[src/mi3_pkg.sv]
`timescale 1ns / 1ps
// ----------------------------------------------------------------------------
// mi3_pkg
// Shared constants, types and width helpers of the 3x3 matrix inverse.
// ----------------------------------------------------------------------------
package mi3_pkg;

    localparam int ENTRY_WIDTH_DEF   = 32;
    localparam int FRACTION_BITS_DEF = 16;

    // Operand positions of each adjugate entry, in output order: p*q - r*s.
    typedef logic [3:0] mi3_idx_t;
    localparam mi3_idx_t ADJ_IDX [9][4] = '{
        '{4'd4, 4'd8, 4'd5, 4'd7}, '{4'd2, 4'd7, 4'd1, 4'd8}, '{4'd1, 4'd5, 4'd2, 4'd4},
        '{4'd5, 4'd6, 4'd3, 4'd8}, '{4'd0, 4'd8, 4'd2, 4'd6}, '{4'd2, 4'd3, 4'd0, 4'd5},
        '{4'd3, 4'd7, 4'd4, 4'd6}, '{4'd1, 4'd6, 4'd0, 4'd7}, '{4'd0, 4'd4, 4'd1, 4'd3}
    };

    // Fill level of the queue between the front and the back.
    typedef struct packed {
        logic full;
        logic empty;
    } mi3_qstat_t;

    // Width of one queued request: singular, determinant sign, nine adjugate
    // signs, determinant magnitude and nine scaled numerator magnitudes.
    function automatic int mi3_payload_width(input int w, input int f);
        return 2 + 9 + (3 * w + 3) + 9 * (2 * w + 1 + 2 * f);
    endfunction

endpackage

[src/mi3_queue.sv]
`timescale 1ns / 1ps
// ----------------------------------------------------------------------------
// mi3_queue
// Two-entry request queue between the front and the back.
// ----------------------------------------------------------------------------
module mi3_queue #(
    parameter int WIDTH = 8
) (
    input  logic                clk,
    input  logic                rst_n,
    input  logic                push,
    input  logic [WIDTH-1:0]    wdata,
    input  logic                pop,
    output logic [WIDTH-1:0]    rdata,
    output mi3_pkg::mi3_qstat_t qstat
);
    import mi3_pkg::*;

    logic [WIDTH-1:0] mem_reg [2];
    logic             wp_reg;
    logic             rp_reg;
    logic [1:0]       cnt_reg;

    assign qstat.full  = (cnt_reg == 2'd2);
    assign qstat.empty = (cnt_reg == 2'd0);
    assign rdata       = mem_reg[rp_reg];

    always_ff @(posedge clk or negedge rst_n)
    begin
        if (!rst_n)
        begin
            wp_reg  <= 1'b0;
            rp_reg  <= 1'b0;
            cnt_reg <= 2'd0;
        end
        else
        begin
            if (push)
            begin
                wp_reg <= !wp_reg;
            end
            if (pop)
            begin
                rp_reg <= !rp_reg;
            end
            cnt_reg <= cnt_reg + 2'(push) - 2'(pop);
        end
    end

    always_ff @(posedge clk)
    begin
        if (push)
        begin
            mem_reg[wp_reg] <= wdata;
        end
    end

    a_no_overflow: assert property (@(posedge clk) disable iff (!rst_n)
        !(push && qstat.full)) else $error("queue push while full");
    a_no_underflow: assert property (@(posedge clk) disable iff (!rst_n)
        !(pop && qstat.empty)) else $error("queue pop while empty");
    a_count_range: assert property (@(posedge clk) disable iff (!rst_n)
        cnt_reg != 2'd3) else $error("queue count out of range");

endmodule

[config.mk]
export PLATFORM = sky130hd
export DESIGN_NAME = mi3_queue
export DESIGN_NICKNAME = d
export VERILOG_FILES = /design/src/mi3_pkg.sv /design/src/mi3_queue.sv
export SDC_FILE = /design/constraint.sdc
export NUM_CORES = 1
export LEC_CHECK = 0
export BUFFER_PORTS_ARGS = -buffer_cell sky130_fd_sc_hd__buf_2
export CELL_PAD_IN_SITES_DETAIL_PLACEMENT = 1
export CELL_PAD_IN_SITES_GLOBAL_PLACEMENT = 1
export CORE_ASPECT_RATIO = 0.75
export CORE_MARGIN = 4
export CORE_UTILIZATION = 37
export DETAILED_ROUTE_END_ITERATION = 8
export PLACE_DENSITY_LB_ADDON = 0.1
export SLEW_MARGIN = 5
export SYNTH_ARGS = -nofsm -noshare
export SYNTH_HDL_FRONTEND = slang
export SYNTH_SLANG_ARGS = --single-unit
export TNS_END_PERCENT = 10
[constraint.sdc]
create_clock -name clk -period 1.2 [get_ports clk]
set_input_delay 0.24 -clock clk [delete_from_list [all_inputs] [get_ports clk]]
set_output_delay 0.24 -clock clk [all_outputs]
set_load 0.01 [all_outputs]
==> results of run 1 <==
## how the worst max path moves through the flow
| stage | start | end | cells after the start |
|---|---|---|---|
| after CTS | rp_reg | rdata[0] | 3 |
| after floorplan | wp_reg | mem_reg[0][0] | 1 |
| final | rp_reg | rdata[3] | 3 |
| after global routing | rp_reg | rdata[7] | 3 |
| after detailed placement | rp_reg | rdata[0] | 2 |
| after global placement | rp_reg | rdata[1] | 2 |
## cell type report
class / count / share of cell area
multi-input combinational: 17 / 0.195
clock inverter: 1 / 0.00346
inverter: 2 / 0.00691
timing repair buffer: 29 / 0.211
sequential: 20 / 0.536
tap: 24 / 0.0276
clock buffer: 3 / 0.0207
## stage by stage
stage	hold WS, ps	cell area (sq um)	setup TNS [ps]	util	worst slack [ps]
final	131	1090	-2680	0.530	-328
after global routing	107	1090	-3360	0.530	-390
after CTS	116	1090	-2750	0.530	-331
after detailed placement	55.3	970	-1410	0.473	-182
after global placement	53.1	970	-1370	0.473	-179
after floorplan	-55.6	808	0	-	38.3
## power by group through the flow
stage	Clock (uW)	Combinational, uW	Sequential [uW]
floorplan	0	586	1020
finish	305	1100	1030
CTS	327	1130	1030
global placement	0	787	1100
detailed placement	0	802	1110
global route	361	1190	1060
## critical path: stages (launching register included)
cell and delay (ps):
dfrtp_2 440, buf_6 140, mux2_4 300, buf_6 120
## routing by layer
layer / GRT usage / share of wire / up-vias / wire length [um]
met2: 0.193 / 0.59 / 11 / 813
li1: - / - / 208 / -
met3: 0.0585 / 0.060 / 2 / 82
met5: 0 / 0 / - / 0
met1: 0.107 / 0.34 / 213 / 467
met4: 0.0318 / 0.0087 / 0 / 12
## cells in the mapped netlist, drive strengths merged
cell type | count | share of area
nor2b | 2 | 0.015
xor2 | 2 | 0.022
dfrtp | 4 | 0.12
buf | 1 | 0.014
edfxtp | 16 | 0.59
and2 | 1 | 0.0077
mux2 | 8 | 0.15
ha | 2 | 0.031
inv | 2 | 0.0093
nor2 | 1 | 0.0046
xor3 | 1 | 0.029
## what timing repair did
item / CTS / global route
setup endpoints to repair: 10 / 11
cloned: 0 / 0
buffers inserted: 2 / 0
resized for setup: 14 / 0
endpoints found under the hold margin: 4 / 0
pin swaps: 1 / 0
hold buffers: 1 / 0
## kinds of logic after synthesis
kind of cell,synth area share
XOR/XNOR,0.0511
AND/OR/NAND/NOR,0.0279
flip-flops,0.718
buffers and inverters,0.0232
adder cells (fa/ha/maj),0.0310
multiplexers,0.149
==> summary.md, run 1 <==
| Metric | Value |
|---|---|
| Worst-Margin Slew | approximately 170 ps |
| Clk root buf | clkbuf_4 |
| Switch Pwr | 684 uW |
| DP Wirelength | 1030 um |
| Post-Syn Nets | between 50 and 60 |
| Clk_lat worst skew | 290 ps |
| Post-synthesis cell area | ~800 sq um |
| Unrepaired setup endpoints after global routing | true |
| Clock tree buffer depth | 2 |
| Pint | between 1500 and 2000 uW |
| Vias post-DR | between 400 and 500 |
| Pwr Density | 2250 mW/mm^2 |
| Vias in the first global route | 481 |
| Max cap viols | 0 |
| DRT iter0 DRCs | 0 |
| Mean post-synth cell area | just over 20 sq um |
| CP required | approximately 960 ps |
| Worst Setup Slack, final | -328 ps |
| Gate power share | 0.452 |
| Filler cells | 202 |
| CTS Sinks | 20 |
| Worst IR drop on VDD | roughly 0.0011 V |
| Pwr Total | between 2000 and 2500 uW |
| Critical Path Sink Type | output pin |
| Crit path time final | roughly 1500 ps |
| IO Pins | 22 |
| Global Route Usage Sum | 0.110 |
| Post-synthesis register bit count | 20 |
| # setup viols final | 10 |
| Status | complete, but fails checks |
| Failing checks | setup timing |
| First-pass GRT wire length | about 2300 um |
| FP Rows | 14 |
| Area of the multi-input gates | 211 sq um |
| Antenna Cells | 0 |
| Share of cells above drive strength 1 | 0.569 |
| ANT nets after route | 0 |
| Hold crit path type | primary input to flip-flop |
| Hold path cells | 1 |
| Number of synthesis warnings | 0 |
| WL/cell | 14.3 um |
| Worst-path clk slew | 100 ps |
| Cells after synthesis | 40 |
| Die Y | 48.5 um |
| Overflow after GRT | 0 |
| Commonest cells after routing, fill and taps aside | edfxtp_1, buf_2, buf_6 |
| Gp weighted congestion | between 0.6 and 0.7 |
| Netlist cell types | 11 |
| DRC | 0 |
| Average vias per placed instance | 4.52 |
| Max reg flops | 16 |
| Commonest non-fill, non-tap cell in the layout | edfxtp_1 |
| Area Overhead vs Synth | 34.4% |
| Final Max Slew Viols | 0 |
| Period utilization | 1.27 |
| Setup CP Type | flip-flop to output pin |
| Core area | between 0.002 and 0.0025 sq mm |
| Number of detailed-route iterations in the first pass | 1 |
| Worst r2r dst | cnt_reg[1] |
| Clk_skew | 4.15 ps |
| Port Buffers | 21 |
| CTS Buf Count | 3 |
| Nets | 87 |
| Hold Fails Final Rpt | 0 |
| Crit start category | flip-flop |
| Leakage | around 0.00048 uW |
| Fin cells | 96 |
| Seq pwr share | 0.423 |
| Initial Utilization | 0.394 |
| Post-synthesis sequential area ratio | 0.718 |
| Clock power frac | 0.125 |
| Final WL | around 1400 um |
| Switching share of total power | 0.280 |
| Die area | around 0.0030 sq mm |
| FF/Latch Area | around 580 sq um |
| CP arrival | between 1000 and 1500 ps |
| F_max | around 650 MHz |
| H-tree depth | 1 |
| Worst reg-to-reg setup slack | approximately 10 ps |
| Hold path startpoint | wdata[4] |
| Hold endpoint | mem_reg[0][4] |
| Relative slew slack | 0.888 |
| DIE WIDTH | around 62 um |
| CTS tree | done |
| Initial antenna violation count | 0 |
| Largest net degree at the start of global routing | 12 |
| Reg2Reg Depth | 5 |
| Worst-path fanout max | 5 |
| Worst reg2reg path startpoint | cnt_reg[0] |
| # placed instances | 89 |
Power figures use the tool's default switching activity.
==> run 2, diff against run 1 <==
==> constraint.sdc (replaced) <==
create_clock -name clk -period 1.2 [get_ports clk]
set_input_delay 0.24 -clock clk [delete_from_list [all_inputs] [get_ports clk]]
set_output_delay 0.24 -clock clk [all_outputs]
set_load 0.05 [all_outputs]
==> summary.md, run 2 (synthesis gave the netlist of run 1 again) <==
| Metric | Value |
|---|---|
| Pwr Density | 2660 mW/mm^2 |
| Crit path time final | between 1500 and 2000 ps |
| Overflow after GRT | 0 |
| F_max | 653 MHz |
| Hold Fails Final Rpt | 0 |
| CP required | ~960 ps |
| Commonest cells after routing, fill and taps aside | edfxtp_1, buf_2, buf_6 |
| Leakage | 0.000491 uW |
| Die Y | slightly below 50 um |
| Critical Path Sink Type | output pin |
| Period utilization | 1.28 |
| Hold path startpoint | wdata[4] |
| Status | complete, but fails checks |
| Worst reg2reg path startpoint | cnt_reg[0] |
| Clk root buf | clkbuf_4 |
| Initial antenna violation count | 0 |
| Max reg flops | 16 |
| Area Overhead vs Synth | 37.5% |
| Nets | between 80 and 90 |
| DRT iter0 DRCs | 7 |
| Pwr Total | 2960 uW |
| Clock tree buffer depth | 2 |
| Global Route Usage Sum | 0.101 |
| Clk_lat worst skew | approximately 290 ps |
| FP Rows | 14 |
| Gp weighted congestion | approximately 0.68 |
| Crit start category | flip-flop |
| H-tree depth | 1 |
| Die area | 0.00300 sq mm |
| CP arrival | between 1000 and 1500 ps |
| Port Buffers | 21 |
| Average vias per placed instance | about 4.4 |
| Filler cells | 195 |
| Failing checks | setup timing |
| Worst r2r dst | cnt_reg[1] |
| WL/cell | roughly 12 um |
| Min Hold Slack | approximately 130 ps |
| Hold crit path type | primary input to flip-flop |
| Worst-path clk slew | 110 ps |
| Setup_tns | -2860 ps |
| Worst IR drop on VDD | about 0.0014 V |
| IO Pins | 22 |
| Worst-Margin Slew | roughly 170 ps |
| Number of detailed-route iterations in the first pass | 4 |
| Relative slew slack | 0.886 |
| Worst-path fanout max | 5 |
| Antenna Cells | 0 |
| DP Wirelength | 969 um |
| Commonest non-fill, non-tap cell in the layout | edfxtp_1 |
| Max cap viols | 0 |
| CTS Buf Count | 3 |
| # setup viols final | 10 |
| Final WL | between 1000 and 1500 um |
| First-pass GRT wire length | about 2100 um |
| Reg2Reg Depth | 5 |
| DIE WIDTH | a little over 60 um |
| Pre-CTS WS | -160 ps |
| Initial Utilization | 0.394 |
| Final Max Slew Viols | 0 |
| Hold path cells | 1 |
| Share of cells above drive strength 1 | 0.556 |
| DRC | 0 |
| Largest net degree at the start of global routing | 12 |
| CTS Sinks | 20 |
| CTS tree | done |
| Core area | just over 0.002 sq mm |
| Unrepaired setup endpoints after global routing | true |
| Hold endpoint | mem_reg[1][4] |
| Setup CP Type | flip-flop to output pin |
| Worst Setup Slack, final | -331 ps |
| ANT nets after route | 0 |
| Core Util, Final | 0.542 |
| Worst reg-to-reg setup slack | roughly 10 ps |
| Vias post-DR | roughly 430 |
| Vias in the first global route | around 450 |
| Clk_skew | approximately 12 ps |
==> run 2: per-stage QoR <==
stage / std cells / area, sq um
6_report: 96 / 1110
5_1_grt: 96 / 1110
4_1_cts: 96 / 1100
3_5_place_dp: 91 / 997
3_3_place_gp: 91 / 997
2_1_floorplan: 40 / 808
==> run 2: how the worst max path moves through the flow <==
stage                     from  slack [ps]          to
finish                  rp_reg        -330    rdata[2]
global route            rp_reg        -410    rdata[3]
CTS                     rp_reg        -350    rdata[2]
detailed placement         pop        -160  cnt_reg[1]
global placement           pop        -120  cnt_reg[1]
floorplan           cnt_reg[1]        -120    qstat[1]
==> run 2: timing repair <==
item	in CTS	in global routing
setup buffers	0	0
resized for setup	21	3
pin swaps	1	0
endpoints found under the setup margin	11	11
hold endpoints to repair	4	0
hold buffers	1	0
==> run 2: worst max-delay path, stage by stage (launching register included) <==
cell     delay [ps]
dfrtp_1         410
buf_6           150
mux2_4          300
buf_6           150
==> run 2: per-layer routing <==
metal	share of wire	track usage
met1	0.44	0.129
met2	0.50	0.143
met3	0.052	0.0479
met4	0	0.0424
met5	0	0
==> run 2: power by group <==
group,leakage [uW],total [uW],internal (uW),switching (uW)
Sequential,0.000197,1020,944,78.4
Clock,0.0000150,313,129,184
Combinational,0.000279,1620,759,865
==> run 2: cell type report <==
cell class	count	area, sq um	area share
Multi-Input combinational cell	17	216	0.195
Clock buffer	4	26.3	0.0236
Sequential cell	20	581	0.523
Tap cell	24	30.0	0.0270
Timing Repair Buffer	29	250	0.225
Inverter	2	7.51	0.00676
==> run 3, diff against run 2 <==
Settings changed: TNS_END_PERCENT 10 to not set.
==> summary.md, run 3 (synthesis gave the netlist of run 1 again) <==
| Metric | Value |
|---|---|
| Status | complete, but fails checks |
| Failing checks | setup timing |
| Commonest non-fill, non-tap cell in the layout | edfxtp_1 |
| Clk_skew | about 0.37 ps |
| Min Hold Slack | approximately 130 ps |
| Overflow after GRT | 0 |
| First-pass GRT wire length | 2240 um |
| WL/cell | ~14 um |
| DP Wirelength | 988 um |
| Average vias per placed instance | about 4.5 |
| Worst IR drop on VDD | 0.00175 V |
| Gate power share | 0.572 |
| Port Buffers | 21 |
| Pwr Total | 3160 uW |
| Pwr Density | between 2000 and 3000 mW/mm^2 |
| # setup viols final | 11 |
| Switching share of total power | 0.385 |
| IO Pins | 22 |
| CTS Buf Count | 3 |
| Vias in the first global route | a little under 500 |
| Core area | around 0.0020 sq mm |
| CTS Sinks | 20 |
| Period utilization | 1.30 |
| Clk_lat worst skew | approximately 290 ps |
| Worst-path clk slew | ~100 ps |
| Relative slew slack | 0.881 |
| Seq pwr share | 0.329 |
| Max cap viols | 0 |
| Nets | 88 |
| Pre-CTS WS | -236 ps |
| Vias post-DR | 439 |
| Worst-Margin Slew | ~180 ps |
| CP arrival | about 1300 ps |
| Die area | between 0.003 and 0.004 sq mm |
| Unrepaired setup endpoints after global routing | true |
| Switch Pwr | 1220 uW |
| Clk root buf | clkbuf_4 |
| DRC | 0 |
| Global Route Usage Sum | 0.105 |
| Worst Setup Slack, final | -358 ps |
| Clock power frac | 0.099 |
| Setup_tns | -3110 ps |
| DIE WIDTH | just over 60 um |
| CP required | about 960 ps |
| ANT nets after route | 0 |
| Placement Cell Area | 970 sq um |
| Commonest cells after routing, fill and taps aside | edfxtp_1, buf_2, buf_6 |
| Crit path time final | ~1600 ps |
| Clock tree buffer depth | 2 |
| Die Y | 48.5 um |
| Final Max Slew Viols | 0 |
| Setup CP Type | flip-flop to output pin |
| Pint | around 1900 uW |
| Hold Fails Final Rpt | 0 |
| CTS tree | done |
| Critical Path Sink Type | output pin |
| Antenna Cells | 0 |
| Worst-path fanout max | 5 |
| Initial Utilization | 0.394 |
| Max reg flops | 16 |
| Share of cells above drive strength 1 | 0.644 |
| Crit start category | flip-flop |
| Largest net degree at the start of global routing | 12 |
| Area Overhead vs Synth | 43.7% |
| Number of detailed-route iterations in the first pass | 3 |
| Leakage | slightly below 0.0005 uW |
| F_max | about 640 MHz |
| Final WL | about 1400 um |
| H-tree depth | 1 |
| Gp weighted congestion | around 0.61 |
| Hold crit path type | primary input to flip-flop |
| Final Instance Area | 0.00116 sq mm |
| DRT iter0 DRCs | 8 |
| Initial antenna violation count | 0 |
| FP Rows | 14 |
-- run 3: changes by cell type in the layout (fill, tap and decap cells not counted), sizes merged --
cell | before | now
buf | 28 | 29
-- run 3: critical path, stage by stage (launching register included) --
cell and delay (ps):
dfrtp_2 430, buf_6 140, mux2_4 300, buf_8 150
-- run 3: routing by layer --
layer	routed length, um	vias up	GRT usage
met5	0	-	0
met4	0	0	0.0212
met3	78	0	0.0505
met2	734	11	0.166
met1	556	214	0.130
li1	-	214	-
-- run 3: area by class of cell --
type / count / area [sq um]
fillers: 193 / 888
multi-input cells: 17 / 249
inverters: 2 / 10.0
well taps: 24 / 30.0
flip-flops and latches: 20 / 582
repair buffers: 30 / 264
clock buffers: 4 / 26.3
-- run 3: per-stage QoR --
step / std cells / utilization
6_report: 97 / 0.567
5_1_grt: 97 / 0.567
4_1_cts: 97 / 0.549
3_5_place_dp: 89 / 0.473
3_3_place_gp: 89 / 0.473
2_1_floorplan: 40 / -
-- run 3: worst paths after layout --
kind,from,to,slack [ps],cells after the start
worst min-delay path,wdata[7],mem_reg[1][7],130,1
min in group asynchronous,rst_n,cnt_reg[1],260,2
worst max register to register,cnt_reg[0],cnt_reg[1],-50,6
worst min register to register,wp_reg,wp_reg,490,1
max in group asynchronous,rst_n,rp_reg,800,2
worst max-delay path,rp_reg,rdata[1],-360,3
-- run 3: what timing repair did --
action,in CTS,in global routing
resized for setup,31,8
pin swaps,1,1
hold buffers,1,0
setup endpoints to repair,10,12
hold endpoints to repair,4,0
buffers inserted,3,0
-- run 3: power by group through the flow --
stage | combinational [uW] | sequential (uW) | clock, uW
2_1_floorplan | 1060 | 1020 | 0
3_3_place_gp | 1240 | 1100 | 0
3_5_place_dp | 1250 | 1100 | 0
4_1_cts | 1730 | 1040 | 326
5_1_grt | 1910 | 1070 | 370
6_report | 1810 | 1040 | 313
